<file path="config.mk">
export PLATFORM = sky130hd
export DESIGN_NAME = cma_controller
export DESIGN_NICKNAME = d
export VERILOG_FILES = /design/src/rtl/centered_moving_average_unit_macros.svh /design/src/rtl/cma_pkg.sv /design/src/rtl/cma_controller.sv
export SDC_FILE = /design/constraint.sdc
export NUM_CORES = 1
export LEC_CHECK = 0
export ABC_AREA = 1
export BUFFER_PORTS_ARGS = -buffer_cell sky130_fd_sc_hd__buf_2
export CAP_MARGIN = 20
export CORE_AREA = 4 4 41 43
export CTS_BUF_LIST = sky130_fd_sc_hd__clkbuf_16
export DETAILED_ROUTE_END_ITERATION = 8
export DIE_AREA = 0 0 45 47
export GPL_ROUTABILITY_DRIVEN = 0
export PLACE_DENSITY = 0.4
export SYNTH_ARGS = -nofsm -noshare
export SYNTH_HDL_FRONTEND = slang
export SYNTH_SLANG_ARGS = --single-unit
</file>
<file path="constraint.sdc">
create_clock -name i_clk -period 1.52 [get_ports i_clk]
set_clock_uncertainty 0.2 [all_clocks]
set_input_delay 0.304 -clock i_clk [delete_from_list [all_inputs] [get_ports i_clk]]
set_output_delay 0.304 -clock i_clk [all_outputs]
set_load 0.01 [all_outputs]
</file>
<file path="src/rtl/centered_moving_average_unit_macros.svh">
// ----------------------------------------------------------------------------
// centered moving average assertion macros
// concurrent checks clocked on i_clk and disabled while i_rst_n is low
// ----------------------------------------------------------------------------
`ifndef CENTERED_MOVING_AVERAGE_UNIT_MACROS_SVH
`define CENTERED_MOVING_AVERAGE_UNIT_MACROS_SVH

`ifndef NO_ASSERTIONS

// same-cycle implication
`define CMA_ASSERT_IMP(lbl, ante, cons, msg) \
    lbl: assert property (@(posedge i_clk) disable iff (!i_rst_n) (ante) |-> (cons)) \
        else $error(msg);

// next-cycle implication
`define CMA_ASSERT_NXT(lbl, ante, cons, msg) \
    lbl: assert property (@(posedge i_clk) disable iff (!i_rst_n) (ante) |=> (cons)) \
        else $error(msg);

`else

`define CMA_ASSERT_IMP(lbl, ante, cons, msg)
`define CMA_ASSERT_NXT(lbl, ante, cons, msg)

`endif

`endif

</file>
<file path="src/rtl/cma_pkg.sv">
// ----------------------------------------------------------------------------
// cma_pkg
// constants, command/status types and helpers shared by the centered
// moving average controller, datapath and top level
// ----------------------------------------------------------------------------
package cma_pkg;

    // sizing
    localparam int MAX_WINDOW = 64;
    localparam int VALUE_W    = 32;
    localparam int FIELD_W    = 32;
    localparam int CFG_W      = 7;
    localparam int MAX_HALF   = MAX_WINDOW / 2;
    localparam int SPAN_MAX   = 2 * MAX_HALF + 1;
    localparam int HALF_W     = $clog2(MAX_HALF + 1);
    localparam int CNT_W      = $clog2(SPAN_MAX + 1);
    localparam int SUM_W      = VALUE_W + CNT_W;
    localparam int DCNT_W     = $clog2(SUM_W + 1);
    localparam int ADDR_W     = $clog2(SPAN_MAX + 1);
    localparam int MEM_DEPTH  = 1 << ADDR_W;
    localparam int MEM_W      = VALUE_W + 2 * FIELD_W;

    // register port
    localparam int PADDR_W       = 3;
    localparam int PDATA_W       = 32;
    localparam int WINDOW_RESET  = 5;
    localparam logic REG_WINDOW  = 1'b0;

    // controller to datapath
    typedef struct packed {
        logic accept;
        logic sub;
        logic setup;
        logic tgt;
        logic trim;
        logic div_start;
        logic emit;
    } t_cmd;

    // datapath to controller
    typedef struct packed {
        logic has_result;
        logic need_trim;
        logic div_busy;
        logic out_free;
        logic final_result;
    } t_sts;

    // half span from the window register, zero treated as one, capped
    function automatic logic [HALF_W-1:0] eff_half(input logic [CFG_W-1:0] window);
        logic [HALF_W-1:0] h;
        if (window > CFG_W'(MAX_WINDOW)) begin
            h = HALF_W'(MAX_HALF);
        end else begin
            h = HALF_W'(window >> 1);
        end
        return h;
    endfunction

endpackage

</file>
<file path="src/rtl/cma_controller.sv">
// ----------------------------------------------------------------------------
// cma_controller
// sequences one request: accept, sum update, then one division per result
// ----------------------------------------------------------------------------
module cma_controller import cma_pkg::*; (
    input  logic i_clk,
    input  logic i_rst_n,
    input  logic i_in_valid,
    output logic o_in_ready,
    input  t_sts i_sts,
    output t_cmd o_cmd
);

    typedef enum logic [2:0] {
        S_IDLE,
        S_SUB,
        S_SETUP,
        S_TGT,
        S_TRIM,
        S_DSTART,
        S_DIV,
        S_EMIT
    } t_state;

    t_state r_state;
    t_state n_state;

    // next state and commands
    always_comb begin
        n_state = r_state;
        o_cmd   = '0;
        case (r_state)
            S_IDLE: begin
                if (i_in_valid) begin
                    o_cmd.accept = 1'b1;
                    n_state      = S_SUB;
                end
            end
            S_SUB: begin
                o_cmd.sub = 1'b1;
                n_state   = S_SETUP;
            end
            S_SETUP: begin
                o_cmd.setup = 1'b1;
                n_state     = i_sts.has_result ? S_TGT : S_IDLE;
            end
            S_TGT: begin
                o_cmd.tgt = 1'b1;
                n_state   = i_sts.need_trim ? S_TRIM : S_DSTART;
            end
            S_TRIM: begin
                o_cmd.trim = 1'b1;
                n_state    = S_DSTART;
            end
            S_DSTART: begin
                o_cmd.div_start = 1'b1;
                n_state         = S_DIV;
            end
            S_DIV: begin
                if (!i_sts.div_busy) begin
                    n_state = S_EMIT;
                end
            end
            S_EMIT: begin
                if (i_sts.out_free) begin
                    o_cmd.emit = 1'b1;
                    n_state    = i_sts.final_result ? S_IDLE : S_TGT;
                end
            end
            default: begin
                n_state = S_IDLE;
            end
        endcase
    end

    // state register
    always_ff @(posedge i_clk) begin
        if (!i_rst_n) begin
            r_state <= S_IDLE;
        end else begin
            r_state <= n_state;
        end
    end

    assign o_in_ready = (r_state == S_IDLE);

endmodule

</file>
==> impl_results.md <==
- Register area share after synthesis: 22.2%
- Clock sinks: 3
- Vias/cell: 4.24
- Slew headroom: 86.6%
- Via Count: 331
- DIE WIDTH: 45 um
- Commonest cells post-synth: 7 x nor2_1, 4 x inv_1, 4 x nand2_1
- CP bufs+invs: 2
- Post-route ant nets: 0
- Hold Crit Class: input port to flop
- Top Ports: 16
- Core Box Area: 0.00130 sq mm
- Crit. End Element: output pin
- Fmax: 660 MHz
- Final std cell area, no fill: 498 sq um
- Synth Area in Compound Gates: 12.0%
- CP Max Fanout: 5
- Initial antenna violation count: 0
- Syn Nets: 49
- Synth area leaders: dfxtp_1 22%, nor2_1 9.7%, nor2_4 8.3%, nand2_2 6.9%, a21oi_2 6.5%
- Static Leak: 0.252 nW
- Avg Synthesized Cell Area: 6.59 sq um
- I/O Buffers: 15
- Worst slew pin tran: 0.201 ns
- CTS hold repair buffers: 0
- Mean routed wirelength per cell: 9.41 um
- Share of layout cells above drive strength 1: 60.3%
- Number of global-route vias before repair: 319
- Max rail drop VDD: 0.00100 V
- Cell count after synthesis: 41
- Initial Util: 20.8%
- Remaining DRCs: 0
- Fin. max-slew vios: 0
- Top flop regs: r_state (3)
- Register-to-register setup slack: 0.27 ns
- Setup Viol. Count Final: 0
- Top-count cell post-synth: nor2_1
- Post-synth EDFFs: 0
- Clk slew on worst S/H paths: 0.03 ns
- Largest net degree at the start of global routing: 7
- DR pass1 iterations: 3
- Yosys top cell by area: dfxtp_1
- Largest family of logic cells by synthesized area: simple AND/OR/NAND/NOR gates
- Die area: 0.00212 sq mm
- Root Driver: clkbuf_16
- Main synth FF type: dfxtp_1
- Post-Synth XOR/XNOR Area: 0%
- Synth Area in Adders: 0%
- Share of synthesized area spent on multiplexers: 0%
- RSZ-0062 raised after global routing: yes
- Outcome: finished clean
- Final worst-path cycle share: 99.7%
- Pwr dens: 1640 mW/mm^2
- Dpl cells: 71
- Final setup margin: 0.00391 ns
- Die Height: 47 um
- Worst Setup Path Type: flop to output pin
- GR Overflow Total: 0
- CP cell instances: inv_4 -> nand2_4 -> nor3_2 -> buf_2
- # diodes: 0
- Pre-CTS WS: 0.170 ns
- First-pass GRT wire length: 1.18 mm
- Largest Register: r_state
- Synth Warn #: 0
- Final WL: 734 um
- Maxcap violations: 0
- CTS Buffer Depth: 2
- First DRT Iteration DRCs: 4
- Crit path largest cell delay: 0.36 ns
- CP top delay family: flip-flops
- Overall Global Routing Usage: 7.89%
- Async S/R FF share, synth: 0%
- Fin cells: 78
- Util after Layout: 38.3%
- Post-Synth Simple-Gate Area: 54.6%
- CP Data Arrival Time: 1.01 ns
- CTS tree: yes
- Post-Synthesis Cell Area: 270 sq um
- CP required: 1.02 ns
- Row Count: 13
- Final Hold Viols: 0
- Num CTS Buffers: 3
- Min cycle time layout: 1.52 ns
- Share of the synthesized area in the top cell type: 22.2%
- H-tree Lvls: 1
- Largest register FFs: 3
- Later-pin clock latency in the skew report: 0.22 ns
- DP Wirelength: 577 um
- Distinct cells, synth: 18
- Hold WS: 0.143 ns
- Crit-path slowest cell: dfxtp_4
- Nets: 72
- DP Area: 364 sq um
- CP Launch Type: flop
- Seq cells post-synth: 3
- Synth-to-Final Area Change: 84.3%
## area by class of cell
type	count	area [sq um]
Timing Repair Buffer	19	111
Clock buffer	3	75.1
Fill cell	150	803
Clock inverter	1	3.75
Sequential cell	3	71.3
Multi-Input combinational cell	31	190
Inverter	6	27.5
Tap cell	15	18.8
## tightest hold or removal path, stage by stage
cell	delay, ns
buf_2	0.11
nand2_1	0.07
a21oi_2	0.03
## routing by layer
metal | vias up | wire length (um) | GRT usage [%]
met5 | - | 0 | 0
met4 | 0 | 0 | 0
met3 | 0 | 69 | 5.75
met2 | 10 | 350 | 11.6
met1 | 143 | 314 | 9.98
li1 | 178 | - | -
## cells in the final DEF (no fill, tap or decap)
cell type | Yosys | layout
a21oi_1 | 1 | 1
a21oi_2 | 2 | 2
buf_2 | 0 | 14
buf_4 | 1 | 4
buf_6 | 0 | 1
clkbuf_16 | 0 | 3
dfxtp_4 | 0 | 3
inv_1 | 4 | 5
inv_4 | 0 | 2
nand2_1 | 4 | 4
nand2_2 | 3 | 3
nand2_4 | 1 | 1
nand3_1 | 3 | 3
nand3_2 | 1 | 1
nand4_1 | 2 | 2
nor2_1 | 7 | 7
nor2_4 | 2 | 3
nor3_1 | 2 | 1
nor3_2 | 0 | 1
o21ai_0 | 1 | 1
o21ai_1 | 1 | 1
## cells by family after synthesis
logic type	count (synthesis)
AND/OR/NAND/NOR	26
flip-flops	3
AO/OA/AOI/OAI	5
buffers and inverters	7
## final timing paths
kind | from | to | depth (start not counted)
max | r_state[0] | o_cmd[6] | 4
min | i_rst_n | r_state[1] | 3
max reg2reg | r_state[0] | r_state[0] | 7
min reg2reg | r_state[1] | r_state[2] | 2
## through the flow
step	power, mW	setup TNS [ns]
finish	0.815	0
global route	0.857	-0.0647
CTS	0.771	-0.0278
detailed placement	0.358	0
global placement	0.365	0
floorplan	0.290	0
## repair_timing
action / in CTS / in global routing
gates resized for setup: 3 / 8
setup buffers: 0 / 3
endpoints found under the setup margin: 7 / 4
pin swaps: 0 / 2
## report_power, final
part / switching, mW / total, mW / internal, mW / leakage, nW
clock: 0.0650 / 0.404 / 0.339 / 0.0423
sequential: 0.0312 / 0.134 / 0.103 / 0.0267
combinational: 0.153 / 0.277 / 0.124 / 0.183
No activity file was read; power rests on OpenSTA's default activity.
